**src/hw/rtl/dtts_pkg.sv**
```systemverilog
// ----------------------------------------------------------------------------
// dtts_pkg: shared types and constants for the date/time to seconds unit
// Holds the controller states, the command and status groups between the
// controller and the datapath, calendar constants and the month table.
// ----------------------------------------------------------------------------
package dtts_pkg;

  // Field widths
  localparam int CfgW    = 12;
  localparam int YearW   = 13;   // year offset plus year base
  localparam int TsW     = 32;
  localparam int SDataW  = 40;   // 34 bits of fields, padded to whole bytes
  localparam int CfgIdxW = 2;

  // Configuration register indexes
  localparam logic [CfgIdxW-1:0] CFG_YEAR_BASE  = 2'd0;
  localparam logic [CfgIdxW-1:0] CFG_EPOCH_YEAR = 2'd1;
  localparam logic [CfgIdxW-1:0] CFG_END_YEAR   = 2'd2;

  // Reset values of the configuration registers
  localparam logic [CfgW-1:0] YEAR_BASE_RST  = 12'd2000;
  localparam logic [CfgW-1:0] EPOCH_YEAR_RST = 12'd1970;
  localparam logic [CfgW-1:0] END_YEAR_RST   = 12'd2099;

  // Seconds per unit
  localparam logic [TsW-1:0] SECS_DAY    = 32'd86400;
  localparam logic [TsW-1:0] SECS_HOUR   = 32'd3600;
  localparam logic [TsW-1:0] SECS_MINUTE = 32'd60;
  localparam logic [TsW-1:0] SECS_YEAR   = 32'd31536000;
  localparam logic [TsW-1:0] SECS_LEAP   = 32'd31622400;

  // Reciprocal of 25 for the epoch year remainder: q = (y * RECIP25) >> 17
  localparam logic [12:0] RECIP25 = 13'd5243;
  localparam int          RECIP_SHIFT = 17;
  localparam logic [4:0]  MOD25_LAST = 5'd24;
  localparam logic [4:0]  MOD25_BASE = 5'd25;

  localparam logic [3:0] MONTH_FEB = 4'd2;
  localparam logic [3:0] MONTH_DEC = 4'd12;

  typedef enum logic [2:0] {
    ST_IDLE,
    ST_CHECK,
    ST_YEARS,
    ST_SUM,
    ST_EMIT
  } state_t;

  // Commands from the controller to the datapath
  typedef struct packed {
    logic load;       // latch an item, start the year counter at the epoch
    logic init;       // set up the mod-25 counter, clear the total
    logic year_step;  // add one whole year, advance the counter
    logic mult;       // form the day, hour and minute products
    logic sum;        // fold products and seconds into the total
    logic emit;       // load the output register
  } cmd_t;

  // Status from the datapath to the controller
  typedef struct packed {
    logic valid;      // year, month and day pass the checks
    logic year_done;  // running year has reached the item's year
    logic out_busy;   // output register holds an item not yet taken
  } sts_t;

  // Days before the first of each month in a common year
  function automatic logic [8:0] days_before(input logic [3:0] month);
    logic [8:0] d;
    case (month)
      4'd1:    d = 9'd0;
      4'd2:    d = 9'd31;
      4'd3:    d = 9'd59;
      4'd4:    d = 9'd90;
      4'd5:    d = 9'd120;
      4'd6:    d = 9'd151;
      4'd7:    d = 9'd181;
      4'd8:    d = 9'd212;
      4'd9:    d = 9'd243;
      4'd10:   d = 9'd273;
      4'd11:   d = 9'd304;
      4'd12:   d = 9'd334;
      default: d = 9'd0;
    endcase
    return d;
  endfunction

endpackage

```
**src/hw/rtl/dtts_ctrl.sv**
```systemverilog
// ----------------------------------------------------------------------------
// dtts_ctrl: sequencer for the date/time to seconds unit
// Walks one item through check, year walk, products and sum if valid, output.
// ----------------------------------------------------------------------------
module dtts_ctrl
  import dtts_pkg::*;
(
  input  logic   clk,
  input  logic   rst,
  input  logic   in_valid,
  output logic   in_ready,
  input  sts_t   sts,
  output cmd_t   cmd
);

  state_t state;
  state_t state_next;

  // State register
  always_ff @(posedge clk) begin
    if (rst) begin
      state <= ST_IDLE;
    end else begin
      state <= state_next;
    end
  end

  // Next state and commands
  always_comb begin
    state_next = state;
    cmd        = '0;
    in_ready   = 1'b0;
    case (state)
      ST_IDLE: begin
        in_ready = 1'b1;
        if (in_valid) begin
          cmd.load   = 1'b1;
          state_next = ST_CHECK;
        end
      end
      ST_CHECK: begin
        cmd.init   = 1'b1;
        state_next = sts.valid ? ST_YEARS : ST_EMIT;
      end
      ST_YEARS: begin
        if (sts.year_done) begin
          cmd.mult   = 1'b1;
          state_next = ST_SUM;
        end else begin
          cmd.year_step = 1'b1;
        end
      end
      ST_SUM: begin
        cmd.sum    = 1'b1;
        state_next = ST_EMIT;
      end
      ST_EMIT: begin
        // Hold until the output register is free
        if (!sts.out_busy) begin
          cmd.emit   = 1'b1;
          state_next = ST_IDLE;
        end
      end
      default: begin
        state_next = ST_IDLE;
      end
    endcase
  end

endmodule

```
**src/hw/rtl/dtts_datapath.sv**
```systemverilog
// ----------------------------------------------------------------------------
// dtts_datapath: registers and arithmetic of the date/time to seconds unit
// Configuration registers, year walk with leap tracking, products, total
// and the output register.
// ----------------------------------------------------------------------------
module dtts_datapath
  import dtts_pkg::*;
(
  input  logic               clk,
  input  logic               rst,
  input  logic               cfg_we,
  input  logic [CfgIdxW-1:0] cfg_index,
  input  logic [CfgW-1:0]    cfg_data,
  input  logic [7:0]         year_offset,
  input  logic [3:0]         month,
  input  logic [4:0]         day,
  input  logic [4:0]         hour,
  input  logic [5:0]         minute,
  input  logic [5:0]         second,
  input  cmd_t               cmd,
  output sts_t               sts,
  output logic               out_valid,
  input  logic               out_ready,
  output logic [TsW-1:0]     timestamp
);

  logic [CfgW-1:0]  year_base;
  logic [CfgW-1:0]  epoch_year;
  logic [CfgW-1:0]  end_year;

  logic [YearW-1:0] year;
  logic [3:0]       mon;
  logic [4:0]       dy;
  logic [4:0]       hr;
  logic [5:0]       mn;
  logic [5:0]       sec;

  logic [YearW-1:0] yr;
  logic [7:0]       quot25;
  logic [4:0]       mod25;
  logic [TsW-1:0]   total;
  logic [TsW-1:0]   prod_d;
  logic [TsW-1:0]   prod_h;
  logic [TsW-1:0]   prod_m;

  logic [24:0]      recip_prod;
  logic [YearW-1:0] rem25;
  logic             leap;
  logic [8:0]       days;

  // Configuration writes
  always_ff @(posedge clk) begin
    if (rst) begin
      year_base  <= YEAR_BASE_RST;
      epoch_year <= EPOCH_YEAR_RST;
      end_year   <= END_YEAR_RST;
    end else if (cfg_we) begin
      case (cfg_index)
        CFG_YEAR_BASE:  year_base  <= cfg_data;
        CFG_EPOCH_YEAR: epoch_year <= cfg_data;
        CFG_END_YEAR:   end_year   <= cfg_data;
        default: ;
      endcase
    end
  end

  // Quotient of the epoch year by 25, and the remainder from it
  assign recip_prod = 25'(epoch_year) * 25'(RECIP25);
  assign rem25      = yr - 13'(quot25) * 13'(MOD25_BASE);

  // Leap rule from the low bits of the year and its remainder mod 25
  assign leap = (yr[1:0] == 2'd0) && ((mod25 != 5'd0) || (yr[3:0] == 4'd0));

  // Days before the given day within the year
  assign days = days_before(mon) + 9'(dy) - 9'd1
              + ((leap && (mon > MONTH_FEB)) ? 9'd1 : 9'd0);

  // Status
  assign sts.valid = ({1'b0, epoch_year} <= year) && (year <= {1'b0, end_year})
                   && (mon != 4'd0) && (mon <= MONTH_DEC) && (dy != 5'd0);
  assign sts.year_done = (yr == year);
  assign sts.out_busy  = out_valid && !out_ready;

  // Item fields and working registers
  always_ff @(posedge clk) begin
    if (cmd.load) begin
      year   <= YearW'(year_offset) + YearW'(year_base);
      mon    <= month;
      dy     <= day;
      hr     <= hour;
      mn     <= minute;
      sec    <= second;
      yr     <= YearW'(epoch_year);
      quot25 <= recip_prod[24:RECIP_SHIFT];
    end
    if (cmd.init) begin
      mod25 <= rem25[4:0];
      total <= '0;
    end
    if (cmd.year_step) begin
      total <= total + (leap ? SECS_LEAP : SECS_YEAR);
      yr    <= yr + YearW'(1);
      mod25 <= (mod25 == MOD25_LAST) ? 5'd0 : mod25 + 5'd1;
    end
    if (cmd.mult) begin
      prod_d <= TsW'(days) * SECS_DAY;
      prod_h <= TsW'(hr) * SECS_HOUR;
      prod_m <= TsW'(mn) * SECS_MINUTE;
    end
    if (cmd.sum) begin
      total <= total + prod_d + prod_h + prod_m + TsW'(sec);
    end
  end

  // Output register
  always_ff @(posedge clk) begin
    if (rst) begin
      out_valid <= 1'b0;
    end else if (cmd.emit) begin
      out_valid <= 1'b1;
    end else if (out_ready) begin
      out_valid <= 1'b0;
    end
  end

  always_ff @(posedge clk) begin
    if (cmd.emit) begin
      timestamp <= total;
    end
  end

endmodule

```
**src/hw/rtl/date_time_to_seconds_unit.sv**
```systemverilog
// ----------------------------------------------------------------------------
// date_time_to_seconds_unit: calendar date and time to epoch seconds
// An item on the slave stream carries year offset, month, day, hour, minute
// and second; the master stream returns the seconds since January 1 of the
// configured epoch year, or zero when the year, month or day is invalid.
// The configuration port writes year base, epoch year and end year (index
// 0, 1, 2); a write to index 3 is ignored. Write only while idle.
// An item is invalid when its year lies outside the epoch and end years, its
// month is not 1 to 12 or its day is zero. For a valid item the year walk
// adds one whole year at a time from the epoch year up to the item's year,
// then come the products, the sum and the output register; an invalid item
// goes from the check straight to the output register.
// The result sits in an output register, so a stalled m_tready does not
// stop the unit taking a new item; the unit only waits when a second result
// is ready and the first has not been taken.
// Reset (rst, synchronous) empties the output register, returns the
// sequencer to idle and restores year base 2000, epoch 1970, end 2099.
// ----------------------------------------------------------------------------
module date_time_to_seconds_unit
  import dtts_pkg::*;
(
  input  logic               clk,
  input  logic               rst,
  input  logic               s_tvalid,
  output logic               s_tready,
  // year_offset[7:0], month[11:8], day[16:12], hour[21:17],
  // minute[27:22], second[33:28], zero[39:34]
  input  logic [SDataW-1:0]  s_tdata,
  output logic               m_tvalid,
  input  logic               m_tready,
  // timestamp[31:0]
  output logic [TsW-1:0]     m_tdata,
  input  logic               cfg_we,
  input  logic [CfgIdxW-1:0] cfg_index,
  input  logic [CfgW-1:0]    cfg_data
);

  cmd_t cmd;
  sts_t sts;

  dtts_ctrl u_ctrl (
    .clk      (clk),
    .rst      (rst),
    .in_valid (s_tvalid),
    .in_ready (s_tready),
    .sts      (sts),
    .cmd      (cmd)
  );

  dtts_datapath u_datapath (
    .clk         (clk),
    .rst         (rst),
    .cfg_we      (cfg_we),
    .cfg_index   (cfg_index),
    .cfg_data    (cfg_data),
    .year_offset (s_tdata[7:0]),
    .month       (s_tdata[11:8]),
    .day         (s_tdata[16:12]),
    .hour        (s_tdata[21:17]),
    .minute      (s_tdata[27:22]),
    .second      (s_tdata[33:28]),
    .cmd         (cmd),
    .sts         (sts),
    .out_valid   (m_tvalid),
    .out_ready   (m_tready),
    .timestamp   (m_tdata)
  );

endmodule

```
**config.mk**
```make
export PLATFORM = sky130hd
export DESIGN_NAME = date_time_to_seconds_unit
export DESIGN_NICKNAME = d
export VERILOG_FILES = /design/src/hw/rtl/dtts_pkg.sv /design/src/hw/rtl/dtts_ctrl.sv /design/src/hw/rtl/dtts_datapath.sv /design/src/hw/rtl/date_time_to_seconds_unit.sv
export SDC_FILE = /design/constraint.sdc
export NUM_CORES = 1
export LEC_CHECK = 0
export BUFFER_PORTS_ARGS = -buffer_cell sky130_fd_sc_hd__buf_2
export CORE_MARGIN = 2
export CORE_UTILIZATION = 25
export CTS_CLUSTER_DIAMETER = 80
export DETAILED_ROUTE_END_ITERATION = 6
export GPL_ROUTABILITY_DRIVEN = 0
export SKIP_CTS_REPAIR_TIMING = 1
export SLEW_MARGIN = 5
export SYNTH_ARGS = -nofsm -noshare
export SYNTH_HDL_FRONTEND = slang
export SYNTH_SLANG_ARGS = --single-unit
```
**constraint.sdc**
```tcl
create_clock -name clk -period 16.6 [get_ports clk]
set_input_delay 1.66 -clock clk [delete_from_list [all_inputs] [get_ports clk]]
set_output_delay 1.66 -clock clk [all_outputs]
set_load 0.005 [all_outputs]
```
### Yosys cells after proc, flatten, opt, wreduce, memory -nomap -nowiden

Memories as Yosys holds them, arrays and structs flattened. A register that Yosys moved wholly into a read port is not among the register bits.
Cells that the tools add are included.

| storage, ports and cells | value |
|---|---|
| bits in registers | 211 |
| bits in read-only memories | 144 |
| memories kept | 1 |

| operators by class | value |
|---|---|
| reductions and logical operators | 24 |
| mux-type cells | 28 |
| multipliers | 5 |
| add/sub/neg operators | 12 |
| magnitude comparators | 4 |
| equality and inequality tests | 11 |

Memory list:

| memory | depth | width | rd ports | clocked after Yosys merged registers in | write ports | RTL line | text |
|---|---|---|---|---|---|---|---|
| (name not given) | 16 | 9 | 1 | 1 | 0 | dtts_pkg.sv:69 | `case (month)` |

Operators with widths:

| operator | count |
|---|---|
| $mux 32 | 3 |
| $add 32x12->32 | 1 |
| $add 32x17->32 | 1 |
| $add 32x26->32 | 1 |
| $add 32x32->32 | 1 |
| $add 32x6->32 | 1 |
| $mux 13 | 2 |
| $mul 12x13->25 const B | 1 |
| $mul 9x10->19 const B | 1 |
| $mux 18 | 1 |
| $mux 5 | 3 |
| $pmux 3 s5 | 1 |
| $add 13x1->13 const B | 1 |
| $add 8x12->13 | 1 |
| $eq 13x13->1 | 1 |
| $le 12x13->1 | 1 |
| $le 13x12->1 | 1 |
| $mul 5x8->13 const B | 1 |
| $mux 1 | 12 |
| $mux 3 | 4 |
| $mul 6x4->10 const B | 1 |
| $reduce_bool 5->1 | 2 |
| $add 9x5->9 | 1 |
| $add 9x9->9 | 1 |
| other kinds (26) | 40 |

### Logic depth before layout (Yosys ltp)

| logic depth | value |
|---|---|
| depth in word-level cells | 7 |
| mapped depth | 32 |
| mapped depth without buffers | 32 |

### Hierarchy

Synthesis repeated with hierarchy kept, for this count alone.

| unflattened totals | value |
|---|---|
| cells, all modules | 1602 |
| area total of the unflattened synthesis | 17255.3 um^2 |

By module, submodules not included:

| module | area each (um^2) | cells an instance | instances | sequential area each (um^2) |
|---|---|---|---|---|
| dtts_datapath | 17055.1 | 1579 | 1 | 5935.7 |
| dtts_ctrl | 200.2 | 23 | 1 | 60.1 |

### Worst setup path after synthesis

No wires, ideal clock.

| timing path | value |
|---|---|
| kind | register to register |
| start | register u_datapath.mod25[0] |
| end | register u_datapath.prod_d[24], data pin |
| stages on the path, launching flop included | 33 |
| clock period less this slack | 6.325 ns |
| arrival | 6.067 ns |
| data required time | 16.342 ns |
| path buffers | 0 |
| setup time | 0.258 ns |
| slack | 10.275 ns |
| path through | edfxtp_1 inv_1 ha_1 nor4b_1 o21ai_0 nand2_1 inv_1 nand2_1 ha_1 inv_1 ha_1 inv_1 fa_1 nor2b_1 o21ai_0 a21boi_0 o21ai_1 nor2b_1 xnor2_1 ha_1 inv_1 fa_1 fa_1 inv_1 fa_1 ha_1 a21oi_1 o21ai_0 a211oi_1 o21ai_0 a31o_2 a21oi_1 xnor2_1 |

| on the way | value |
|---|---|
| cells in the longest elaborated chain, start to end | 7 |

Ends and longest elaborated chain:

| what | RTL line | text |
|---|---|---|
| start, declared | dtts_datapath.sv:40 | `logic [4:0] mod25;` |
| start signal, assigned | dtts_datapath.sv:97 | `mod25 <= rem25[4:0];` |
| start signal, assigned | dtts_datapath.sv:103 | `mod25 <= (mod25 == MOD25_LAST) ? 5'd0 : mod25 + 5'd1;` |
| $reduce_bool 5->1 | dtts_datapath.sv:72 | `assign leap = (yr[1:0] == 2'd0) && ((mod25 != 5'd0) \|\| (yr[3:0] == 4'd0));` |
| $logic_or 1x1->1 | dtts_datapath.sv:72 |  |
| $logic_and 1x1->1 | dtts_datapath.sv:72 |  |
| $logic_and 1x1->1 | dtts_datapath.sv:76 | `+ ((leap && (mon > MONTH_FEB)) ? 9'd1 : 9'd0);` |
| $mux 1 | dtts_datapath.sv:76 |  |
| $add 9x9->9 | dtts_datapath.sv:76 |  |
| $mul 9x10->19 | dtts_datapath.sv:106 | `prod_d <= TsW'(days) * SECS_DAY;` |
| end signal, assigned | dtts_datapath.sv:106 |  |
| end, declared | dtts_datapath.sv:42 | `logic [TsW-1:0] prod_d;` |

Every way passes these cells.
A chain may end at the register's enable or synchronous reset.

### Final worst setup path

Same ends and word-level chain as after synthesis.

==> qor.tcl <==
set qor(fillerInstances) 6858
set qor(die_height_um) 265
set qor(clock-sinks) 216
set qor(drt-pass1-iter-count) 6
set qor(drive_above_1_share_pct) 10.2
set qor(synth_area_per_cell_um2) 10.8
set qor(floorplan.rows) 95
set qor(holdCritPathClass) {register to register}
set qor(leakagePower_nw) 8.49
set qor(area_growth_pct) 14.0
set qor(clock_skew_ns) 0.0277
set qor(required_ns) 16.92
set qor(synth-seq-cells) 216
set qor(io_pins) 93
set qor(worst_ir_drop_vdd_mv) 0.172
set qor(critical_path.slowest_cell) {sky130_fd_sc_hd__fa_1}
set qor(unrepaired_setup_endpoints_after_global_routing) {false}
set qor(slew_headroom_pct) 36.8
set qor(timing.critical_path.to_type) {register}
set qor(finish.cell_count_without_fillers) 2565
set qor(globalRouteOverflowTotal) 0
set qor(starting_density_of_the_core_pct) 25.3
set qor(finalCritPeriodShare_pct) 45.2
set qor(final_common_cell) {sky130_fd_sc_hd__ha_1}
set qor(pin_count_of_the_biggest_net_entering_global_routing) 60
set qor(post_synth_inst_count) 1574
set qor(first_global_vias) 11700
set qor(final_antenna_net_count) 0
set qor(cp-start-kind) {register}
set qor(drt_iter0_drc) 505
set qor(mostFrequentLayoutCells) {280 x sky130_fd_sc_hd__ha_1, 214 x sky130_fd_sc_hd__inv_1, 167 x sky130_fd_sc_hd__edfxtp_1, 114 x sky130_fd_sc_hd__nand2_1, 95 x sky130_fd_sc_hd__fa_1}
set qor(synth_ff_type) {sky130_fd_sc_hd__edfxtp_1}
set qor(drt-vias-per-instance) 4.46
set qor(cap_violations) 0
set qor(tightest_slew_ns) 0.948
set qor(number_of_inserted_diodes) 0
set qor(die_x_um) 265
set qor(place.detailed.hpwl_um) 29300
set qor(worst-endpoint-arrival_ns) 7.82
set qor(drc) 0
set qor(clk_transition_reported_paths_ns) 0.06
set qor(final.hold.worst_slack_ns) 0.463
set qor(criticalPathCategory) {register to register}
set qor(wl_um) 36800
set qor(synth_fp_nets) 2008
set qor(clockBufferDepth) 3
set qor(slew_violations) 0
set qor(cts_root_buf) {sky130_fd_sc_hd__clkbuf_16}
set qor(cts_tree) {yes}
set qor(synth_edf_count) 167
set qor(design.final.nets) 2105
set qor(die-area_um2) 70300
set qor(critPathMostFrequentCell) {sky130_fd_sc_hd__inv_1}
set qor(synth_sequential_area_ratio_pct) 35.1
set qor(final-hold-violation-count) 0
set qor(yosysWarningCount) 0
set qor(route.vias.total) 11400
set qor(synthesis.area_um2) 17100
set qor(groute.usage.overall_pct) 10.4
set qor(placed_cells) 2515
set qor(status) {finished clean}
set qor(port_buffers) 86
set qor(routedWlPerCell_um) 14.3
set qor(worstPathMaxFanout) 6
set qor(grt_antenna_before_repair) 0
set qor(h-tree-depth) 1
set qor(fmax_mhz) 133
set qor(ys_async_sr_fraction_pct) 0
set qor(grt_first_pass_wirelength_um) 59900
set qor(critical_path.max_stage_delay_ns) 0.51
set qor(setup_violating_endpoint_count_in_the_final_report) 0
set qor(power_density_nw_per_um2) 188
set qor(cts-buffers-inserted) 27
set qor(final.setup.tns_ns) 0
set qor(ys_types) 79
set qor(final_period_minus_worst_setup_slack_ns) 7.50
set qor(coreArea_um2) 67400
set qor(clock_insertion_delay_worst_skew_ns) 0.57
-- state kept, by name, indices dropped and copies added, names as in the netlist, 4 cells and up, named ones only --
signal and count:
u_datapath.timestamp 32, u_datapath.sec 6, u_datapath.quot25 5, u_datapath.mod25 5
u_datapath.year_base 12, u_datapath.yr 13, u_datapath.prod_h 12, u_datapath.end_year 12
u_datapath.year 13, u_datapath.mn 6, u_datapath.total 32, u_datapath.dy 5
u_datapath.mon 4, u_datapath.prod_d 19, u_datapath.epoch_year 12, u_datapath.hr 5
u_datapath.prod_m 10
-- synthesized netlist by cell type (4+ instances only) --
cell                       count  area [µm²]
sky130_fd_sc_hd__a211o_1      16         140
sky130_fd_sc_hd__a211oi_1      9        67.6
sky130_fd_sc_hd__a21boi_0      5        37.5
sky130_fd_sc_hd__a21o_1       27         203
sky130_fd_sc_hd__a21oi_1      85         425
sky130_fd_sc_hd__a31oi_1       4        25.0
sky130_fd_sc_hd__a32o_1        4        40.0
sky130_fd_sc_hd__and3_1       16         100
sky130_fd_sc_hd__buf_2         8        40.0
sky130_fd_sc_hd__clkbuf_1     14        52.6
sky130_fd_sc_hd__dfxtp_1      49         981
sky130_fd_sc_hd__edfxtp_1    167        5010
sky130_fd_sc_hd__fa_1         95        1900
sky130_fd_sc_hd__ha_1        280        3500
sky130_fd_sc_hd__inv_1       214         803
sky130_fd_sc_hd__mux2i_1      11         110
sky130_fd_sc_hd__nand2_1     114         428
sky130_fd_sc_hd__nand2b_1     13        81.3
sky130_fd_sc_hd__nand3_1      19        95.1
sky130_fd_sc_hd__nand3b_1      8        60.1
sky130_fd_sc_hd__nand4b_1      5        43.8
sky130_fd_sc_hd__nor2_1       70         263
sky130_fd_sc_hd__nor2b_1      19         119
sky130_fd_sc_hd__nor3_1       12        60.1
sky130_fd_sc_hd__nor4_1        5        31.3
sky130_fd_sc_hd__o211ai_1      8        60.1
sky130_fd_sc_hd__o211ai_2      5        62.6
sky130_fd_sc_hd__o21a_1        7        52.6
sky130_fd_sc_hd__o21ai_0      50         250
sky130_fd_sc_hd__o21ai_1       6        30.0
sky130_fd_sc_hd__o21bai_1     10        75.1
sky130_fd_sc_hd__o22ai_1      16         100
sky130_fd_sc_hd__o31ai_1       6        45.0
sky130_fd_sc_hd__or2_2         5        31.3
sky130_fd_sc_hd__or3_1         6        37.5
sky130_fd_sc_hd__xnor2_1      70         613
sky130_fd_sc_hd__xor2_1       54         473
-- path summary, 6_finish.rpt --
check | start | slack [ns] | cells past startpoint | to
setup reg to reg | u_datapath.mod25[0]$_DFFE_PP_ | 9.10 | 32 | u_datapath.prod_d[24]$_DFFE_PP_
setup / recovery | u_datapath.mod25[0]$_DFFE_PP_ | 9.10 | 32 | u_datapath.prod_d[24]$_DFFE_PP_
hold / removal | u_datapath.total[0]$_DFFE_PP_ | 0.46 | 0 | u_datapath.timestamp[0]$_DFFE_PP_
hold reg to reg | u_datapath.total[0]$_DFFE_PP_ | 0.46 | 0 | u_datapath.timestamp[0]$_DFFE_PP_
-- layer usage --
layer / share of wire (%) / up-vias / GRT usage, %
met5: 0 / - / 0
met1: 47 / 5518 / 13.5
met4: 2.9 / 0 / 3.31
li1: - / 5709 / -
met2: 48 / 148 / 18.2
met3: 2.7 / 56 / 1.20
-- where the power goes --
part           leakage (nW)  switching [W]  internal, W
Clock                 0.428       0.000249     0.000347
Combinational          6.11        0.00122      0.00102
Sequential             1.95      0.0000448     0.000772
-- critical path: cells and delay by family, from the launching register on --
| family | cells | cell delay (ns) |
|---|---|---|
| flip-flops | 1 | 0.42 |
| AND/OR/NAND/NOR | 5 | 0.99 |
| XOR/XNOR | 2 | 0.51 |
| adder cells (fa/ha/maj) | 9 | 2.90 |
| buffers and inverters | 6 | 0.57 |
| AO/OA/AOI/OAI | 10 | 1.89 |
-- final cells by class --
| cell class | count | area (µm²) | area share (%) |
|---|---|---|---|
| well taps | 873 | 1090 | 5.62 |
| flip-flops and latches | 216 | 6000 | 30.8 |
| clock buffers | 31 | 722 | 3.71 |
| repair buffers | 92 | 475 | 2.45 |
| clock inverters | 19 | 188 | 0.965 |
| multi-input cells | 1119 | 10200 | 52.3 |
| inverters | 215 | 807 | 4.15 |
-- stage by stage --
step	setup WS, ns	cell area (µm²)	util (%)	power (W)
finish	9.10	19400	28.8	0.00365
global placement	9.17	18500	27.5	0.00302
detailed placement	9.06	18500	27.5	0.00308
CTS	9.07	19400	28.8	0.00370
floorplan	10.28	17100	-	0.00264
global route	8.65	19400	28.8	0.00407
-- cells by family (layout without fill, tap and decap cells) --
logic type               Yosys count  after routing  synth area share [%]
multiplexers                      14             14                 0.858
adder cells (fa/ha/maj)          375            375                  31.7
XOR/XNOR                         125            125                  6.46
AO/OA/AOI/OAI                    290            290                  11.5
buffers and inverters            239            357                  5.36
AND/OR/NAND/NOR                  315            315                  9.03
flip-flops                       216            216                  35.1
No activity file was read; power rests on OpenSTA's default activity.
